--- config.mk ---
export PLATFORM = sky130hd
export DESIGN_NAME = mirrored_stripe_address_split_core
export DESIGN_NICKNAME = d
export VERILOG_FILES = /design/src/hw/rtl/msas_pkg.sv /design/src/hw/rtl/mirrored_stripe_address_split_core.sv /design/src/hw/rtl/msas_queue.sv /design/src/hw/rtl/msas_front.sv /design/src/hw/rtl/msas_back.sv
export SDC_FILE = /design/constraint.sdc
export NUM_CORES = 2
export LEC_CHECK = 0
export BUFFER_PORTS_ARGS = -buffer_cell sky130_fd_sc_hd__buf_2
export CORE_UTILIZATION = 35
export DETAILED_ROUTE_END_ITERATION = 8
export PLACE_DENSITY = 0.46
export SETUP_SLACK_MARGIN = 0.4
export SLEW_MARGIN = 25
export SYNTH_ARGS = -nofsm -noshare
export SYNTH_HDL_FRONTEND = slang
export SYNTH_SLANG_ARGS = --single-unit
export TNS_END_PERCENT = 100
--- constraint.sdc ---
create_clock -name clk -period 10.2 [get_ports clk]
set_input_delay 1.02 -clock clk [delete_from_list [all_inputs] [get_ports clk]]
set_output_delay 1.02 -clock clk [all_outputs]
set_load 0.05 [all_outputs]
--- src/hw/rtl/msas_pkg.sv ---
// Types, widths and helper functions of the mirrored stripe address split core.
// No dependencies; used by every module of the block.
package msas_pkg;

	localparam int OFF_W    = 31;
	localparam int LEN_W    = 12;
	localparam int DISK_W   = 5;
	localparam int PAIR_W   = 5;
	localparam int SS_W     = 17;
	localparam int CAP_W    = 32;
	localparam int ROW_W    = 32;
	localparam int QUOT_W   = 25;
	localparam int DVD_W    = 32;
	localparam int CFG_IDX_W = 2;
	localparam int CFG_DAT_W = 32;

	localparam int MAX_PAIRS = 16;
	localparam logic [SS_W-1:0]  STRIPE_MIN = 17'd64;
	localparam logic [SS_W-1:0]  STRIPE_MAX = 17'd65536;
	localparam logic [LEN_W-1:0] LEN_MAX    = 12'd4032;

	localparam logic [PAIR_W-1:0] PAIR_RST   = 5'd1;
	localparam logic [SS_W-1:0]   STRIPE_RST = 17'd256;

	typedef enum logic [CFG_IDX_W-1:0] {
		REG_PAIR_COUNT = 2'd0,
		REG_STRIPE_SIZE = 2'd1,
		REG_ARRAY_CAP = 2'd2
	} cfg_reg_t;

	// one request as handed from the front end to the chunk generator
	typedef struct packed {
		logic              err;
		logic [PAIR_W-1:0] pair;
		logic [ROW_W-1:0]  row;
		logic [SS_W-1:0]   intra;
		logic [LEN_W-1:0]  len;
	} job_t;

	function automatic logic [PAIR_W-1:0] clamp_pairs(input logic [PAIR_W-1:0] pc);
		logic [PAIR_W-1:0] r;
		begin
			r = pc;
			if (pc == '0)
				r = 5'd1;
			else if (int'(pc) > MAX_PAIRS)
				r = PAIR_W'(MAX_PAIRS);
			return r;
		end
	endfunction

	function automatic logic [SS_W-1:0] clamp_stripe(input logic [SS_W-1:0] s);
		logic [SS_W-1:0] r;
		begin
			r = s;
			if (s < STRIPE_MIN)
				r = STRIPE_MIN;
			else if (s > STRIPE_MAX)
				r = STRIPE_MAX;
			return r;
		end
	endfunction

	// one restoring divide step: {remainder, dividend shifted with quotient bit in}
	function automatic logic [SS_W+DVD_W-1:0] div_step(input logic [SS_W-1:0] rem,
			input logic [DVD_W-1:0] dvd, input logic [SS_W-1:0] dsr);
		logic [SS_W:0] t;
		logic          q;
		begin
			t = {rem, dvd[DVD_W-1]};
			q = 1'b0;
			if (t >= {1'b0, dsr}) begin
				t = t - {1'b0, dsr};
				q = 1'b1;
			end
			return {t[SS_W-1:0], dvd[DVD_W-2:0], q};
		end
	endfunction

endpackage

--- src/hw/rtl/mirrored_stripe_address_split_core.sv ---
// Top level of the mirrored stripe address split core: config registers,
// front end, descriptor queue and chunk generator. Depends on msas_pkg.
//
//  channel  | handshake            | payload
//  ---------+----------------------+------------------------------------------
//  in       | in_valid / in_ready  | start_offset, request_length
//  out      | out_valid / out_ready| primary_disk, mirror_disk, disk_offset,
//           |                      | chunk_length, last_chunk, range_error
//  cfg      | cfg_write            | cfg_index, cfg_data
//
// In the front end a request passes through offset by stripe division and
// stripe number by pair count on the shared divider, one multiply, one push.
// A rejected request skips straight to the push.
// The chunk generator loads a descriptor, then issues one word per cycle while
// out_ready holds; it works under the front end of the next request.
// Reset clears control state only; config resets to one pair, 256-byte stripes, zero capacity.
module mirrored_stripe_address_split_core (
	input  logic                           clk,
	input  logic                           arst_n,
	input  logic                           cfg_write,
	input  logic [msas_pkg::CFG_IDX_W-1:0] cfg_index,
	input  logic [msas_pkg::CFG_DAT_W-1:0] cfg_data,
	input  logic                           in_valid,
	output logic                           in_ready,
	input  logic [msas_pkg::OFF_W-1:0]     start_offset,
	input  logic [msas_pkg::LEN_W-1:0]     request_length,
	output logic                           out_valid,
	input  logic                           out_ready,
	output logic [msas_pkg::DISK_W-1:0]    primary_disk,
	output logic [msas_pkg::DISK_W-1:0]    mirror_disk,
	output logic [msas_pkg::OFF_W-1:0]     disk_offset,
	output logic [msas_pkg::LEN_W-1:0]     chunk_length,
	output logic                           last_chunk,
	output logic                           range_error
);
	import msas_pkg::*;

	logic [PAIR_W-1:0] pair_count_q;
	logic [SS_W-1:0]   stripe_size_q;
	logic [CAP_W-1:0]  capacity_q;
	logic [PAIR_W-1:0] pairs;
	logic [SS_W-1:0]   stripe;

	logic push_valid;
	logic push_ready;
	job_t push_job;
	logic pop_valid;
	logic pop_ready;
	job_t pop_job;

	always_ff @(posedge clk or negedge arst_n) begin
		if (!arst_n) begin
			pair_count_q  <= PAIR_RST;
			stripe_size_q <= STRIPE_RST;
			capacity_q    <= '0;
		end else if (cfg_write) begin
			case (cfg_index)
				REG_PAIR_COUNT:  pair_count_q  <= cfg_data[PAIR_W-1:0];
				REG_STRIPE_SIZE: stripe_size_q <= cfg_data[SS_W-1:0];
				REG_ARRAY_CAP:   capacity_q    <= cfg_data[CAP_W-1:0];
				default: begin
				end
			endcase
		end
	end

	assign pairs  = clamp_pairs(pair_count_q);
	assign stripe = clamp_stripe(stripe_size_q);

	msas_front u_front (
		.clk            (clk),
		.arst_n         (arst_n),
		.in_valid       (in_valid),
		.in_ready       (in_ready),
		.start_offset   (start_offset),
		.request_length (request_length),
		.pairs          (pairs),
		.stripe         (stripe),
		.capacity       (capacity_q),
		.push_valid     (push_valid),
		.push_ready     (push_ready),
		.push_job       (push_job)
	);

	msas_queue u_queue (
		.clk        (clk),
		.arst_n     (arst_n),
		.push_valid (push_valid),
		.push_ready (push_ready),
		.push_job   (push_job),
		.pop_valid  (pop_valid),
		.pop_ready  (pop_ready),
		.pop_job    (pop_job)
	);

	msas_back u_back (
		.clk          (clk),
		.arst_n       (arst_n),
		.pop_valid    (pop_valid),
		.pop_ready    (pop_ready),
		.pop_job      (pop_job),
		.pairs        (pairs),
		.stripe       (stripe),
		.out_valid    (out_valid),
		.out_ready    (out_ready),
		.primary_disk (primary_disk),
		.mirror_disk  (mirror_disk),
		.disk_offset  (disk_offset),
		.chunk_length (chunk_length),
		.last_chunk   (last_chunk),
		.range_error  (range_error)
	);

endmodule

--- src/hw/rtl/msas_queue.sv ---
// Two-entry queue of request descriptors between front end and chunk generator.
// Depends on msas_pkg.
module msas_queue (
	input  logic           clk,
	input  logic           arst_n,
	input  logic           push_valid,
	output logic           push_ready,
	input  msas_pkg::job_t push_job,
	output logic           pop_valid,
	input  logic           pop_ready,
	output msas_pkg::job_t pop_job
);
	import msas_pkg::*;

	job_t       slot_q [2];
	logic       wr_ptr_q;
	logic       rd_ptr_q;
	logic [1:0] count_q;
	logic       do_push;
	logic       do_pop;

	assign push_ready = (count_q != 2'd2);
	assign pop_valid  = (count_q != 2'd0);
	assign pop_job    = slot_q[rd_ptr_q];
	assign do_push    = push_valid && push_ready;
	assign do_pop     = pop_valid && pop_ready;

	always_ff @(posedge clk) begin
		if (do_push)
			slot_q[wr_ptr_q] <= push_job;
	end

	always_ff @(posedge clk or negedge arst_n) begin
		if (!arst_n) begin
			wr_ptr_q <= 1'b0;
			rd_ptr_q <= 1'b0;
			count_q  <= 2'd0;
		end else begin
			if (do_push)
				wr_ptr_q <= ~wr_ptr_q;
			if (do_pop)
				rd_ptr_q <= ~rd_ptr_q;
			if (do_push && !do_pop)
				count_q <= count_q + 2'd1;
			else if (do_pop && !do_push)
				count_q <= count_q - 2'd1;
		end
	end

endmodule

--- src/hw/rtl/msas_front.sv ---
// Front end: accepts requests, checks range, finds stripe, pair and row by a
// shared two-bit-per-cycle divider, scales the row. Depends on msas_pkg.
module msas_front (
	input  logic                         clk,
	input  logic                         arst_n,
	input  logic                         in_valid,
	output logic                         in_ready,
	input  logic [msas_pkg::OFF_W-1:0]   start_offset,
	input  logic [msas_pkg::LEN_W-1:0]   request_length,
	input  logic [msas_pkg::PAIR_W-1:0]  pairs,
	input  logic [msas_pkg::SS_W-1:0]    stripe,
	input  logic [msas_pkg::CAP_W-1:0]   capacity,
	output logic                         push_valid,
	input  logic                         push_ready,
	output msas_pkg::job_t               push_job
);
	import msas_pkg::*;

	typedef enum logic [4:0] {
		F_IDLE = 5'b00001,
		F_DIV1 = 5'b00010,
		F_DIV2 = 5'b00100,
		F_MUL  = 5'b01000,
		F_PUSH = 5'b10000
	} front_state_t;

	front_state_t          state_q;
	logic [DVD_W-1:0]      dvd_q;
	logic [SS_W-1:0]       rem_q;
	logic [SS_W-1:0]       dsr_q;
	logic [3:0]            cnt_q;
	logic [SS_W-1:0]       within_q;
	logic [LEN_W-1:0]      len_q;
	logic                  err_q;
	logic [PAIR_W-1:0]     pair_q;
	logic [QUOT_W-1:0]     quot_q;
	logic [ROW_W-1:0]      row_q;

	logic [SS_W+DVD_W-1:0] step_a;
	logic [SS_W+DVD_W-1:0] step_b;
	logic [SS_W-1:0]       rem_nx;
	logic [DVD_W-1:0]      dvd_nx;
	logic [CAP_W-1:0]      end_sum;
	logic                  req_err;

	always_comb begin
		step_a = div_step(rem_q, dvd_q, dsr_q);
		step_b = div_step(step_a[SS_W+DVD_W-1:DVD_W], step_a[DVD_W-1:0], dsr_q);
		rem_nx = step_b[SS_W+DVD_W-1:DVD_W];
		dvd_nx = step_b[DVD_W-1:0];
	end

	assign end_sum  = {1'b0, start_offset} + {{(CAP_W-LEN_W){1'b0}}, request_length};
	assign req_err  = (end_sum > capacity) || (request_length > LEN_MAX);
	assign in_ready = (state_q == F_IDLE);

	assign push_valid      = (state_q == F_PUSH);
	assign push_job.err    = err_q;
	assign push_job.pair   = pair_q;
	assign push_job.row    = row_q;
	assign push_job.intra  = within_q;
	assign push_job.len    = len_q;

	always_ff @(posedge clk or negedge arst_n) begin
		if (!arst_n) begin
			state_q <= F_IDLE;
			cnt_q   <= 4'd0;
			err_q   <= 1'b0;
		end else begin
			case (state_q)
				F_IDLE: begin
					if (in_valid) begin
						err_q   <= req_err;
						cnt_q   <= 4'd15;
						state_q <= req_err ? F_PUSH : F_DIV1;
					end
				end
				F_DIV1: begin
					// 31-bit offset in a 32-bit dividend: 16 double steps
					cnt_q <= (cnt_q == 4'd0) ? 4'd12 : cnt_q - 4'd1;
					if (cnt_q == 4'd0)
						state_q <= F_DIV2;
				end
				F_DIV2: begin
					// 25-bit stripe number in 26 dividend bits: 13 double steps
					cnt_q <= cnt_q - 4'd1;
					if (cnt_q == 4'd0)
						state_q <= F_MUL;
				end
				F_MUL: begin
					state_q <= F_PUSH;
				end
				F_PUSH: begin
					if (push_ready)
						state_q <= F_IDLE;
				end
				default: begin
					state_q <= F_IDLE;
				end
			endcase
		end
	end

	always_ff @(posedge clk) begin
		case (state_q)
			F_IDLE: begin
				len_q    <= request_length;
				dvd_q    <= {1'b0, start_offset};
				rem_q    <= '0;
				dsr_q    <= stripe;
				// error words carry zero pair, row and offset
				pair_q   <= '0;
				row_q    <= '0;
				within_q <= '0;
			end
			F_DIV1: begin
				if (cnt_q == 4'd0) begin
					within_q <= rem_nx;
					dvd_q    <= {1'b0, dvd_nx[QUOT_W-1:0], 6'd0};
					rem_q    <= '0;
					dsr_q    <= {{(SS_W-PAIR_W){1'b0}}, pairs};
				end else begin
					dvd_q <= dvd_nx;
					rem_q <= rem_nx;
				end
			end
			F_DIV2: begin
				dvd_q <= dvd_nx;
				rem_q <= rem_nx;
				if (cnt_q == 4'd0) begin
					pair_q <= rem_nx[PAIR_W-1:0];
					quot_q <= dvd_nx[QUOT_W-1:0];
				end
			end
			F_MUL: begin
				row_q <= ROW_W'(quot_q * stripe);
			end
			default: begin
			end
		endcase
	end

endmodule

--- src/hw/rtl/msas_back.sv ---
// Back end: walks one request descriptor stripe by stripe and drives the
// registered result word. Depends on msas_pkg.
module msas_back (
	input  logic                        clk,
	input  logic                        arst_n,
	input  logic                        pop_valid,
	output logic                        pop_ready,
	input  msas_pkg::job_t              pop_job,
	input  logic [msas_pkg::PAIR_W-1:0] pairs,
	input  logic [msas_pkg::SS_W-1:0]   stripe,
	output logic                        out_valid,
	input  logic                        out_ready,
	output logic [msas_pkg::DISK_W-1:0] primary_disk,
	output logic [msas_pkg::DISK_W-1:0] mirror_disk,
	output logic [msas_pkg::OFF_W-1:0]  disk_offset,
	output logic [msas_pkg::LEN_W-1:0]  chunk_length,
	output logic                        last_chunk,
	output logic                        range_error
);
	import msas_pkg::*;

	logic              act_q;
	logic              first_q;
	logic              err_q;
	logic [PAIR_W-1:0] pair_q;
	logic [ROW_W-1:0]  row_q;
	logic [SS_W-1:0]   within_q;
	logic [LEN_W-1:0]  rem_q;
	logic              out_valid_q;

	logic              emit;
	logic [SS_W-1:0]   avail;
	logic [LEN_W-1:0]  chunk;
	logic [LEN_W-1:0]  rem_nx;
	logic              wrap;
	logic [ROW_W-1:0]  first_off;

	assign pop_ready = !act_q;
	assign out_valid = out_valid_q;
	assign emit      = act_q && (!out_valid_q || out_ready);

	always_comb begin
		avail     = first_q ? (stripe - within_q) : stripe;
		chunk     = ({{(SS_W-LEN_W){1'b0}}, rem_q} <= avail) ? rem_q : avail[LEN_W-1:0];
		rem_nx    = rem_q - chunk;
		wrap      = (pair_q == pairs - 5'd1);
		first_off = row_q + {{(ROW_W-SS_W){1'b0}}, within_q};
	end

	always_ff @(posedge clk or negedge arst_n) begin
		if (!arst_n) begin
			act_q       <= 1'b0;
			out_valid_q <= 1'b0;
		end else begin
			if (emit)
				out_valid_q <= 1'b1;
			else if (out_ready)
				out_valid_q <= 1'b0;
			if (!act_q && pop_valid)
				act_q <= 1'b1;
			else if (emit && (err_q || rem_nx == '0))
				act_q <= 1'b0;
		end
	end

	always_ff @(posedge clk) begin
		if (!act_q && pop_valid) begin
			first_q  <= 1'b1;
			err_q    <= pop_job.err;
			pair_q   <= pop_job.pair;
			row_q    <= pop_job.row;
			within_q <= pop_job.intra;
			rem_q    <= pop_job.len;
		end else if (emit) begin
			first_q <= 1'b0;
			rem_q   <= rem_nx;
			if (wrap) begin
				pair_q <= '0;
				row_q  <= row_q + {{(ROW_W-SS_W){1'b0}}, stripe};
			end else begin
				pair_q <= pair_q + 5'd1;
			end
		end
		if (emit) begin
			primary_disk <= {pair_q[DISK_W-2:0], 1'b0};
			mirror_disk  <= {pair_q[DISK_W-2:0], 1'b1};
			if (err_q) begin
				disk_offset  <= '0;
				chunk_length <= '0;
				last_chunk   <= 1'b1;
				range_error  <= 1'b1;
			end else begin
				disk_offset  <= first_q ? first_off[OFF_W-1:0] : row_q[OFF_W-1:0];
				chunk_length <= chunk;
				last_chunk   <= (rem_nx == '0);
				range_error  <= 1'b0;
			end
		end
	end

endmodule

==> reports/metrics.cfg <==
[outcome]
status=complete, no violations

[yosys]
synth_commonest_cells=inv_1, nand2_1, edfxtp_1
synth.avg_cell_area_um2=10.4
synth_top_area_share_pct=33.3
synth_edf_count=403
ys_top_cells_by_area=edfxtp_1, fa_1, ha_1, inv_1, dfrtp_1
ys_async_sr_fraction_pct=14.8
netlist_area_mm2=0.0363
ys_warn_count=0
syn_nets=4085
synth_ff_type=edfxtp_1
synth_most_common_cell=inv_1
yosysSeqAreaShare_pct=38.2
synth_cells=3484
synth_top_area_cell=edfxtp_1
synth_seq_cells=474
ys_types=82

[clocking]
cts_max_path_buffers=3
clk_latency_ns=0.64
cts_root_buffer=clkbuf_16
htreeDepth=2
post-cts-setup-buffers=0
cts_hold_buf=0
cts_tree=yes
clkSinkCount=474
cts_resized=0
cts.clk_slew.worst_paths_ns=0.07
numCtsBuffers=54

[setup_path]
slowest_stage=nor4_4
critPathMaxStageDelay_ns=0.58
r2r_setup_slack_ns=1.52
crit_type=flip-flop to flip-flop
crit_family=adder cells
r2r-start=stripe_size_q[15]$_DFFE_PN0P_
r2r_end=u_front.row_q[29]$_SDFFCE_PN0P_
path_depth=28
worstPathRequired_ns=10.56
worstPathArrival_ns=9.04
crit_top_cell=fa_1
cp_num_buf_inv=4
r2r_cells=28
end_kind=flip-flop
critPathMaxFanout=28
cp-start-kind=flip-flop

[place]
io_buffers=136
gp_congestion=0.886
detailedPlace.worstSlack_ns=1.56
place_hpwl_mm=83.8
place_inst=4909

[global_route]
grt_first_pass_wirelength_mm=167
grt_max_degree=71
grtUsageTotal_pct=21.4
grt_pass1_vias=26044
antenna_found_initial=9
grt_overflow=0

[drt]
routedWlPerCell_um=22.0
via_per_inst=5.11
drcViolationCount=0
firstDrtPassIters=5
postRouteAntennaNets=0
num_vias=25622
drt_iter0_drc=1662
drt_wl_total_mm=110

[sta]
worstMarginPinSlew_ns=0.950
period_minus_slack_ns=8.68
rsz0062_at_grt=no
drv_slew=0
slew_headroom_pct=36.5
setup_ws_ns=1.52
setup_viol=0
fin_tns_setup_ns=0
fin_skew_ns=0.0384
period_share_pct=85.1
fmax_ghz=0.115
hold_viol=0

[cells_and_area]
fin_util_pct=39.6
area_growth_pct=11.7
multi_input_area_mm2=0.0202
nets=4198
fill_cells=10115
regArea_mm2=0.0139
drive_above_1_share_pct=11.6
final_cells=5015

[floorplanning]
dieArea_mm2=0.105
fp.dieW_um=324
core_area_mm2=0.102
start_util_pct=35.5
dieHeight_um=324
io-pin-count=139
rows=117

[hold_path]
min_path_type=input port to asynchronous set/reset pin

[flow_run]
drv_cap=0

[metrics by stage]
step | hold WS [ns] | instance area (um2)
floorplan | 0.421 | 36300
global placement | 0.424 | 38700
detailed placement | 0.431 | 38700
CTS | 0.447 | 40500
global route | 0.450 | 40600
finish | 0.414 | 40600
[per-layer routing]
layer,global-route usage [%],part of all wire (%),up-vias
li1,-,-,11980
met1,30.2,47,12888
met2,34.5,46,625
met3,3.11,5.0,125
met4,5.41,2.2,4
met5,0.509,0.020,-
[cells in the final DEF (no fill, tap or decap), types with 93 or more instances in the layout]
cell type / synthesis / routed
nand2_1: 415 / 414
xnor2_1: 105 / 105
o21ai_0: 93 / 93
nor2_1: 212 / 208
edfxtp_1: 403 / 403
ha_1: 220 / 220
and2_1: 110 / 109
buf_2: 1 / 135
mux2_2: 94 / 94
inv_1: 470 / 469
fa_1: 299 / 299
a21oi_1: 146 / 144
[state kept, by name, indices dropped and copies added, names as in the netlist, 25 cells and up]
| register | count |
|---|---|
| u_back.row_q | 31 |
| u_queue.slot_q | 132 |
| u_front.row_q | 31 |
| u_front.dvd_q | 32 |
| u_back.disk_offset | 31 |
| capacity_q | 32 |
| u_front.quot_q | 25 |
[final cells by class]
class                           instances  share of cell area [%]
Clock inverter                         30                   0.852
Clock buffer                           72                    3.65
Multi-Input combinational cell       2395                    49.8
Inverter                              471                    4.36
Sequential cell                       474                    34.2
Tap cell                             1368                    4.22
Antenna cell                            4                  0.0247
Timing Repair Buffer                  201                    2.91
[logic make-up (layout without fill, tap and decap cells)]
logic type	count (synthesis)	after routing	synth area share, %
compound gates	497	497	8.86
xor+xnor	161	161	3.89
fa+ha+maj	520	520	24.1
buf+inv	615	774	6.43
flops	474	474	38.2
mux	152	152	4.52
other cells	2	6	0.0207
simple gates	1063	1063	14.0
[how the worst max path moves through the flow]
stage,startpoint,to,slack [ns]
floorplan,stripe_size_q[16]$_DFFE_PN0P_,u_back.act_q$_DFFE_PN0P_,2.05
global placement,stripe_size_q[15]$_DFFE_PN0P_,u_front.row_q[29]$_SDFFCE_PN0P_,1.68
detailed placement,stripe_size_q[15]$_DFFE_PN0P_,u_front.row_q[29]$_SDFFCE_PN0P_,1.56
CTS,stripe_size_q[15]$_DFFE_PN0P_,u_front.row_q[29]$_SDFFCE_PN0P_,1.52
global route,stripe_size_q[15]$_DFFE_PN0P_,u_back.act_q$_DFFE_PN0P_,0.71
finish,stripe_size_q[15]$_DFFE_PN0P_,u_front.row_q[29]$_SDFFCE_PN0P_,1.52
Power is left out: the tool's default activity adds up to more than one toggle a clock period on the data nets, which glitch-free logic cannot reach.
